<file path="src/rtl/dsfp_pkg.sv">
// ----------------------------------------------------------------------------
// dsfp_pkg
// Shared types and constants for the dust sensor frame parser.
// ----------------------------------------------------------------------------
`default_nettype none

package dsfp_pkg;

  localparam int unsigned FRAME_BYTES_DEF = 32;

  // Frame index width: holds every index up to the largest frame of 64 bytes
  localparam int unsigned CNT_W = 6;

  localparam logic [7:0] HDR_FIRST  = 8'h42;
  localparam logic [7:0] HDR_SECOND = 8'h4D;
  localparam logic [15:0] EXPECTED_LEN = 16'd28;
  localparam logic [15:0] HDR_SUM = 16'(HDR_FIRST) + 16'(HDR_SECOND);

  // Frame byte positions
  localparam logic [CNT_W-1:0] IDX_FIRST_BODY = 6'd2;
  localparam logic [CNT_W-1:0] IDX_LEN_HI   = 6'd2;
  localparam logic [CNT_W-1:0] IDX_LEN_LO   = 6'd3;
  localparam logic [CNT_W-1:0] IDX_SMALL_HI = 6'd10;
  localparam logic [CNT_W-1:0] IDX_SMALL_LO = 6'd11;
  localparam logic [CNT_W-1:0] IDX_MED_HI   = 6'd12;
  localparam logic [CNT_W-1:0] IDX_MED_LO   = 6'd13;
  localparam logic [CNT_W-1:0] IDX_LARGE_HI = 6'd14;
  localparam logic [CNT_W-1:0] IDX_LARGE_LO = 6'd15;
  localparam logic [CNT_W-1:0] IDX_SUM_LAST = 6'd29;
  localparam logic [CNT_W-1:0] IDX_CHK_HI   = 6'd30;
  localparam logic [CNT_W-1:0] IDX_CHK_LO   = 6'd31;

  typedef enum logic [1:0] {
    PH_HUNT   = 2'd0,
    PH_SECOND = 2'd1,
    PH_FRAME  = 2'd2
  } phase_e;

  typedef enum logic [1:0] {
    ST_OK      = 2'd0,
    ST_BAD_SUM = 2'd1,
    ST_BAD_LEN = 2'd2
  } status_e;

  typedef struct packed {
    logic [15:0] pm_small;
    logic [15:0] pm_medium;
    logic [15:0] pm_large;
    status_e     frame_status;
  } res_t;

endpackage

`default_nettype wire

</file>
<file path="src/rtl/dust_sensor_frame_parser.sv">
// ----------------------------------------------------------------------------
// dust_sensor_frame_parser
// Parses serial dust sensor frames into particle readings and a status.
// ----------------------------------------------------------------------------
// Input stream: one received byte per beat on s_axis_tdata_i. The parser hunts
// for the header 0x42 0x4D, reads the big-endian length word and closes the
// frame after 4 plus that length bytes, capped at FRAME_BYTES.
// Output stream: one beat per closed frame. tdata carries the three readings,
// tuser the status (ok, checksum mismatch, length word not 28); readings are
// zero unless the status is ok.
// Throughput: one byte per cycle while s_axis_tready_o is high; every input
// beat is handled in the cycle it is taken by the frame state registers.
// Result path: the closing byte's result is registered in the output buffer.
// Stall: a two-entry output buffer (result register plus skid stage) holds
// results; s_axis_tready_o drops only while both entries are full.
// Reset: the parser hunts for a header and the output buffer is empty.
// ----------------------------------------------------------------------------
`default_nettype none

module dust_sensor_frame_parser import dsfp_pkg::*; #(
  parameter int unsigned FRAME_BYTES = FRAME_BYTES_DEF
) (
  input  wire logic        clk_i,
  input  wire logic        rst_ni,
  input  wire logic        s_axis_tvalid_i,
  output      logic        s_axis_tready_o,
  input  wire logic [7:0]  s_axis_tdata_i,   // [7:0] rx_byte
  output      logic        m_axis_tvalid_o,
  input  wire logic        m_axis_tready_i,
  output      logic [47:0] m_axis_tdata_o,   // [15:0] pm_small, [31:16] pm_medium,
                                             // [47:32] pm_large
  output      logic [1:0]  m_axis_tuser_o    // [1:0] frame_status
);

  logic beat;
  logic res_valid;
  logic space;
  res_t res;
  res_t out_res;

  assign s_axis_tready_o = space;
  assign beat            = s_axis_tvalid_i && space;

  dsfp_parse #(
    .FRAME_BYTES (FRAME_BYTES)
  ) u_parse (
    .clk_i       (clk_i),
    .rst_ni      (rst_ni),
    .beat_i      (beat),
    .rx_byte_i   (s_axis_tdata_i),
    .res_valid_o (res_valid),
    .res_o       (res)
  );

  dsfp_out_buf u_out_buf (
    .clk_i       (clk_i),
    .rst_ni      (rst_ni),
    .push_i      (res_valid),
    .push_data_i (res),
    .space_o     (space),
    .valid_o     (m_axis_tvalid_o),
    .ready_i     (m_axis_tready_i),
    .data_o      (out_res)
  );

  assign m_axis_tdata_o = {out_res.pm_large, out_res.pm_medium, out_res.pm_small};
  assign m_axis_tuser_o = out_res.frame_status;

endmodule

`default_nettype wire

</file>
<file path="src/rtl/dsfp_parse.sv">
// ----------------------------------------------------------------------------
// dsfp_parse
// Header hunt, frame byte tracking, checksum and reading capture.
// ----------------------------------------------------------------------------
`default_nettype none

module dsfp_parse import dsfp_pkg::*; #(
  parameter int unsigned FRAME_BYTES = FRAME_BYTES_DEF
) (
  input  wire logic       clk_i,
  input  wire logic       rst_ni,
  input  wire logic       beat_i,
  input  wire logic [7:0] rx_byte_i,
  output      logic       res_valid_o,
  output      res_t       res_o
);

  phase_e           phase_q, phase_d;
  logic [CNT_W-1:0] count_q, count_d;
  logic [15:0]      sum_q, sum_d;
  logic [15:0]      len_q, len_d;
  logic [15:0]      chk_q, chk_d;
  logic [15:0]      small_q, small_d;
  logic [15:0]      med_q, med_d;
  logic [15:0]      large_q, large_d;

  logic             in_frame;
  logic             start_frame;
  logic             frame_end;
  logic [16:0]      flen_raw;
  logic [16:0]      flen;
  logic [16:0]      idx_next;
  status_e          status;

  assign in_frame    = (phase_q == PH_FRAME);
  assign start_frame = beat_i && (phase_q == PH_SECOND) && (rx_byte_i == HDR_SECOND);

  // Field capture for the byte at the current frame index
  always_comb begin
    sum_d   = sum_q;
    len_d   = len_q;
    chk_d   = chk_q;
    small_d = small_q;
    med_d   = med_q;
    large_d = large_q;
    if (count_q <= IDX_SUM_LAST) begin
      sum_d = sum_q + 16'(rx_byte_i);
    end
    unique case (count_q)
      IDX_LEN_HI:   len_d   = {rx_byte_i, len_q[7:0]};
      IDX_LEN_LO:   len_d   = {len_q[15:8], rx_byte_i};
      IDX_SMALL_HI: small_d = {rx_byte_i, small_q[7:0]};
      IDX_SMALL_LO: small_d = {small_q[15:8], rx_byte_i};
      IDX_MED_HI:   med_d   = {rx_byte_i, med_q[7:0]};
      IDX_MED_LO:   med_d   = {med_q[15:8], rx_byte_i};
      IDX_LARGE_HI: large_d = {rx_byte_i, large_q[7:0]};
      IDX_LARGE_LO: large_d = {large_q[15:8], rx_byte_i};
      IDX_CHK_HI:   chk_d   = {rx_byte_i, chk_q[7:0]};
      IDX_CHK_LO:   chk_d   = {chk_q[15:8], rx_byte_i};
      default: ;
    endcase
  end

  // Frame length from the length word, capped at the frame buffer size
  always_comb begin
    flen_raw = {1'b0, len_d} + 17'd4;
    flen     = (flen_raw > 17'(FRAME_BYTES)) ? 17'(FRAME_BYTES) : flen_raw;
    idx_next = 17'(count_q) + 17'd1;
  end

  assign frame_end = in_frame && (count_q >= IDX_LEN_LO) && (idx_next >= flen);

  // Next phase and frame index
  always_comb begin
    phase_d = phase_q;
    count_d = count_q;
    if (beat_i) begin
      unique case (phase_q)
        PH_SECOND: begin
          if (rx_byte_i == HDR_SECOND) begin
            phase_d = PH_FRAME;
            count_d = IDX_FIRST_BODY;
          end else if (rx_byte_i == HDR_FIRST) begin
            phase_d = PH_SECOND;
          end else begin
            phase_d = PH_HUNT;
          end
        end
        PH_FRAME: begin
          if (frame_end) begin
            phase_d = PH_HUNT;
            count_d = '0;
          end else begin
            count_d = count_q + CNT_W'(1);
          end
        end
        default: begin
          phase_d = (rx_byte_i == HDR_FIRST) ? PH_SECOND : PH_HUNT;
          count_d = '0;
        end
      endcase
    end
  end

  // Result of the closing byte
  always_comb begin
    if (len_d != EXPECTED_LEN) begin
      status = ST_BAD_LEN;
    end else if (sum_d != chk_d) begin
      status = ST_BAD_SUM;
    end else begin
      status = ST_OK;
    end
    res_valid_o        = beat_i && frame_end;
    res_o.frame_status = status;
    res_o.pm_small     = (status == ST_OK) ? small_d : 16'd0;
    res_o.pm_medium    = (status == ST_OK) ? med_d   : 16'd0;
    res_o.pm_large     = (status == ST_OK) ? large_d : 16'd0;
  end

  always_ff @(posedge clk_i or negedge rst_ni) begin
    if (!rst_ni) begin
      phase_q <= PH_HUNT;
      count_q <= '0;
    end else begin
      phase_q <= phase_d;
      count_q <= count_d;
    end
  end

  // Clear the frame fields on a recognized header, else capture in frame
  always_ff @(posedge clk_i) begin
    if (start_frame) begin
      sum_q   <= HDR_SUM;
      len_q   <= '0;
      chk_q   <= '0;
      small_q <= '0;
      med_q   <= '0;
      large_q <= '0;
    end else if (beat_i && in_frame) begin
      sum_q   <= sum_d;
      len_q   <= len_d;
      chk_q   <= chk_d;
      small_q <= small_d;
      med_q   <= med_d;
      large_q <= large_d;
    end
  end

  a_count_in_range: assert property (@(posedge clk_i) disable iff (!rst_ni)
    in_frame |-> ({1'b0, count_q} < 7'(FRAME_BYTES)))
    else $error("frame index beyond frame size");

  a_result_in_frame: assert property (@(posedge clk_i) disable iff (!rst_ni)
    res_valid_o |-> (in_frame && count_q >= IDX_LEN_LO))
    else $error("result outside a frame");

  a_header_start: assert property (@(posedge clk_i) disable iff (!rst_ni)
    start_frame |=> (phase_q == PH_FRAME && count_q == IDX_FIRST_BODY))
    else $error("header did not open a frame at index two");

  a_end_resyncs: assert property (@(posedge clk_i) disable iff (!rst_ni)
    res_valid_o |=> (phase_q == PH_HUNT && count_q == '0))
    else $error("parser did not resync after a frame");

endmodule

`default_nettype wire

</file>
<file path="src/rtl/dsfp_out_buf.sv">
// ----------------------------------------------------------------------------
// dsfp_out_buf
// Result register with a skid stage toward the downstream stream.
// ----------------------------------------------------------------------------
`default_nettype none

module dsfp_out_buf import dsfp_pkg::*; (
  input  wire logic clk_i,
  input  wire logic rst_ni,
  input  wire logic push_i,
  input  wire res_t push_data_i,
  output      logic space_o,
  output      logic valid_o,
  input  wire logic ready_i,
  output      res_t data_o
);

  logic main_valid_q;
  logic skid_valid_q;
  res_t main_q;
  res_t skid_q;
  logic pop;

  assign pop     = main_valid_q && ready_i;
  assign space_o = !skid_valid_q;
  assign valid_o = main_valid_q;
  assign data_o  = main_q;

  always_ff @(posedge clk_i or negedge rst_ni) begin
    if (!rst_ni) begin
      main_valid_q <= 1'b0;
      skid_valid_q <= 1'b0;
    end else begin
      if (!main_valid_q || pop) begin
        if (skid_valid_q) begin
          skid_valid_q <= 1'b0;
        end else begin
          main_valid_q <= push_i;
        end
      end else if (push_i) begin
        skid_valid_q <= 1'b1;
      end
    end
  end

  always_ff @(posedge clk_i) begin
    if (!main_valid_q || pop) begin
      main_q <= skid_valid_q ? skid_q : push_data_i;
    end else if (push_i) begin
      skid_q <= push_data_i;
    end
  end

  a_skid_behind_main: assert property (@(posedge clk_i) disable iff (!rst_ni)
    skid_valid_q |-> main_valid_q)
    else $error("skid stage holds a beat ahead of the result register");

  a_no_push_when_full: assert property (@(posedge clk_i) disable iff (!rst_ni)
    push_i |-> !skid_valid_q)
    else $error("result pushed into a full buffer");

  a_skid_drains: assert property (@(posedge clk_i) disable iff (!rst_ni)
    (skid_valid_q && pop) |=> (main_valid_q && !skid_valid_q))
    else $error("skid stage did not move into the result register");

endmodule

`default_nettype wire

</file>
<file path="config.mk">
export PLATFORM = sky130hd
export DESIGN_NAME = dust_sensor_frame_parser
export DESIGN_NICKNAME = d
export VERILOG_FILES = /design/src/rtl/dsfp_pkg.sv /design/src/rtl/dust_sensor_frame_parser.sv /design/src/rtl/dsfp_parse.sv /design/src/rtl/dsfp_out_buf.sv
export SDC_FILE = /design/constraint.sdc
export NUM_CORES = 1
export LEC_CHECK = 0
export BUFFER_PORTS_ARGS = -buffer_cell sky130_fd_sc_hd__buf_2
export CAP_MARGIN = 20
export CORE_MARGIN = 1.5
export CORE_UTILIZATION = 61
export CTS_CLUSTER_SIZE = 24
export DETAILED_ROUTE_END_ITERATION = 10
export PLACE_DENSITY_LB_ADDON = 0.12
export SLEW_MARGIN = 20
export SYNTH_ARGS = -nofsm -noshare
export SYNTH_HDL_FRONTEND = slang
export SYNTH_SLANG_ARGS = --single-unit
</file>
<file path="constraint.sdc">
create_clock -name clk_i -period 7.2 [get_ports clk_i]
set_input_delay 0 -clock clk_i [delete_from_list [all_inputs] [get_ports clk_i]]
set_output_delay 0 -clock clk_i [all_outputs]
set_load 0.02 [all_outputs]
</file>
==> impl_metrics.ini <==
[run_status]
status = finished clean

[finish]
final.fill_count = 1362
multi_input_comb_area_sq_um = 5236
antenna-diode-count = 0
final_nets = 1182
drive_gt1_share_pct = 13.44
flow.area_growth_from_synthesis_pct = 9.775
final-seq-area_sq_um = 5175
layoutNonFillerInstCount = 1386

[cts]
clock_tree.buffer_depth = 3
cts-hold-fix-buffers = 4
cts_htree_levels = 1
clkTransAtPathRegs_ns = 0.06
postCtsResizedCells = 0
cts_tree = yes
post_cts.repair.setup_buffers = 0
cts_made_buffers = 22
cts.root.buffer_cell = clkbuf_16
clk_latency_ns = 0.51
count_of_clock_tree_sinks = 206

[pwr]
p_per_area_nw_per_um2 = 245.3
power_leakage_nw = 4.676
worst_vdd_ir_mv = 0.2218

[placement]
port-buffer-count = 63
placed_cells_incl_taps = 1343
globalplace.congestion = 0.9113
dp_wirelength_microns = 17770

[timing]
max-slew-margin-rel_pct = 36.65
hold_violations = 0
fin_skew_ns = 0.01224
max_clock_freq_mhz = 156.1
final.min_clock_period_ns = 6.406
max_slew.worst_pin.slew_ns = 0.9431
rsz0062_at_grt = no
slew_violations = 0
fin_setup_tns_ns = 0
setup_viol = 0
period_utilization_pct = 88.98

[critical_path]
crit_arrival_ns = 6.63
timing_worst_setup_path_type = register to register
timing.critical_path.from = u_parse.count_q[0]
critical_path.startpoint_type = register
critical_path.reg2reg.endpoint = u_out_buf.skid_q[36]
reg2reg_from = u_parse.count_q[0]
crit_path_end = u_out_buf.skid_q[36]
regToRegSetupSlack_ns = 0.79
worstPathRequired_ns = 7.43
critPathMaxFanout = 25
timing.critical_path.to_type = register
worst_r2r_path_depth = 23

[synthesis]
number_of_enable_flip_flop_cells_after_synthesis = 100
post_synth_main_area_contributors = edfxtp_1 27%, dfxtp_1 18%, a22oi_1 8.9%
synth_cell_type_count = 90
postSynth.asyncResetShare_pct = 4.854
postSynth.topFlopCell = edfxtp_1
ys_seq_area_share_pct = 47.34
post-synth-top-area-cell = edfxtp_1
synth_instances = 1138
synth.avg_cell_area_sq_um = 9.606
synth-warning-count = 0
synth_largest_type_area_fraction_pct = 27.47
ff_latch_count_synth = 206
synthesized_area_sq_um = 10930
mappedNetlistNets = 1174

[routing]
final_antenna_net_count = 0
drc = 0
finalWirelength_microns = 27920
drt_pre_antenna_iters = 6
drt_iter0_markers = 824
routed_via_density = 6.531
vias = 9052
wire_per_inst_microns = 20.14

[floorplanning]
num_io_pins = 64
fp-row-count = 48
start_util_pct = 62.77
coreArea_sq_um = 17420
die-area_sq_um = 18730
die_h_microns = 136.9
fp.dieW_microns = 136.9

[grt]
wire_length_of_the_first_global_routing_pass_microns = 44360
grt_antenna_before_repair = 0
grt_usage_pct = 30.18
grt_pass1_vias = 8447
gr-total-overflow = 0
grt_start_max_net_pins = 61

[run]
drv.max_cap_violation_count = 0

[hold_path]
holdCritPathClass = input port to register
==> sequential cells by signal, indices dropped and copies added (netlist names) <==
name / count
u_parse.sum_q: 16
u_parse.phase_q: 2
u_out_buf.valid_o: 1
u_parse.chk_q: 16
u_parse.count_q: 6
u_parse.len_q: 16
u_out_buf.data_o: 50
u_parse.small_q: 16
u_out_buf.skid_q: 50
u_parse.large_q: 16
u_parse.med_q: 16
u_out_buf.skid_valid_q: 1
==> power breakdown <==
part	total (mW)	switching, mW	internal (mW)
combinational	0.428	0.251	0.177
clock	1.22	0.474	0.741
sequential	1.30	0.0413	1.26
==> per-layer routing <==
layer / vias to the layer above / GRT usage, % / part of all wire [%]
met5: - / 0 / 0
met4: 0 / 11.11 / 3.0
met3: 65 / 5.481 / 7.3
met2: 385 / 49.47 / 47
met1: 4334 / 40.00 / 42
li1: 4268 / - / -
==> final cells by class <==
type,instances,share of cell area [%]
multi-input cells,820,43.63
flip-flops and latches,206,43.12
clock buffers,29,5.401
repair buffers,78,3.816
well taps,225,2.346
clock inverters,10,1.116
inverters,18,0.5630
==> critical path, stage by stage, from the launching register on <==
cell       delay, ns
dfrtp_1         0.48
inv_1           0.16
ha_1            0.53
inv_1           0.39
nand3_1         0.42
a22oi_1         0.20
inv_1           0.11
ha_1            0.20
a21boi_0        0.48
nand4_1         0.31
a2111oi_0       0.42
o32ai_1         0.18
nor3_2          0.26
nor2b_1         0.18
ha_1            0.23
nand2b_1        0.14
a21o_1          0.17
a21o_1          0.17
a21o_1          0.17
a21oi_1         0.19
o21bai_1        0.08
a21oi_1         0.30
nor2_4          0.05
buf_4           0.26
==> synth_stat cells (all sizes together) (5+ instances only) <==
| cell | number |
|---|---|
| a2111oi | 5 |
| a211oi | 20 |
| a21boi | 7 |
| a21o | 9 |
| a21oi | 23 |
| a22o | 9 |
| a22oi | 130 |
| and2 | 16 |
| and3 | 17 |
| buf | 24 |
| clkbuf | 70 |
| dfrtp | 10 |
| dfxtp | 96 |
| edfxtp | 100 |
| ha | 23 |
| inv | 18 |
| mux2i | 6 |
| nand2 | 98 |
| nand2b | 20 |
| nand3 | 32 |
| nand4 | 10 |
| nor2 | 122 |
| nor2b | 8 |
| nor3 | 62 |
| nor4 | 5 |
| o211ai | 9 |
| o21ai | 78 |
| or3 | 5 |
| or4 | 5 |
| xnor2 | 17 |
| xor2 | 13 |
==> cell families after synthesis <==
kind of cell               Yosys count  synth area share [%]
and+or+nand+nor                    418                 18.91
AOI/OAI and AO/OA                  339                 22.61
DFF                                206                 47.34
buffers and inverters              112                 4.933
xor gates and xnor gates            32                 2.816
adders and majority gates           24                 2.816
muxes                                6                0.5494
other                                1               0.03430
==> placed cells by master (no fill, tap or decap), types with 8 or more instances in the layout <==
cell / synthesis / final
a211oi_1: 19 / 19
a21o_1: 9 / 9
a21oi_1: 21 / 21
a22o_1: 9 / 9
a22oi_1: 130 / 130
and2_1: 16 / 16
and3_1: 17 / 16
buf_2: 5 / 63
buf_4: 3 / 10
clkbuf_16: 0 / 23
dfrtp_1: 10 / 10
dfxtp_1: 96 / 96
edfxtp_1: 100 / 100
ha_1: 23 / 23
inv_1: 18 / 18
nand2_1: 97 / 96
nand2b_1: 20 / 20
nand3_1: 30 / 29
nand4_1: 9 / 9
nor2_1: 122 / 120
nor2b_1: 8 / 8
nor3_1: 60 / 60
o211ai_1: 9 / 9
o21ai_0: 56 / 56
o21ai_2: 20 / 20
xnor2_1: 17 / 17
xor2_1: 13 / 13
==> through the flow <==
step / util [%] / hold slack (ns) / power (mW) / worst slack [ns] / cell area, sq um
final: 68.90 / 0.1364 / 2.944 / 0.7936 / 12000
after detailed placement: 64.18 / -0.09778 / 1.737 / 0.9464 / 11180
after global routing: 68.90 / 0.1405 / 3.035 / 0.1777 / 12000
after floorplan: - / -0.2956 / 1.644 / 0.6994 / 10930
after global placement: 64.02 / -0.09878 / 1.732 / 1.100 / 11150
after CTS: 68.90 / 0.1029 / 2.937 / 0.9026 / 12000
==> how the worst min path moves through the flow <==
stage	end	startpoint	cells after the start
floorplan	u_out_buf.skid_valid_q	rst_ni	0
global placement	u_parse.count_q[5]	rst_ni	1
detailed placement	u_parse.count_q[5]	rst_ni	1
CTS	u_parse.med_q[7]	s_axis_tdata_i[7]	3
global route	u_parse.large_q[7]	s_axis_tdata_i[7]	3
finish	u_parse.med_q[5]	s_axis_tdata_i[5]	3
Power figures use the tool's default switching activity.
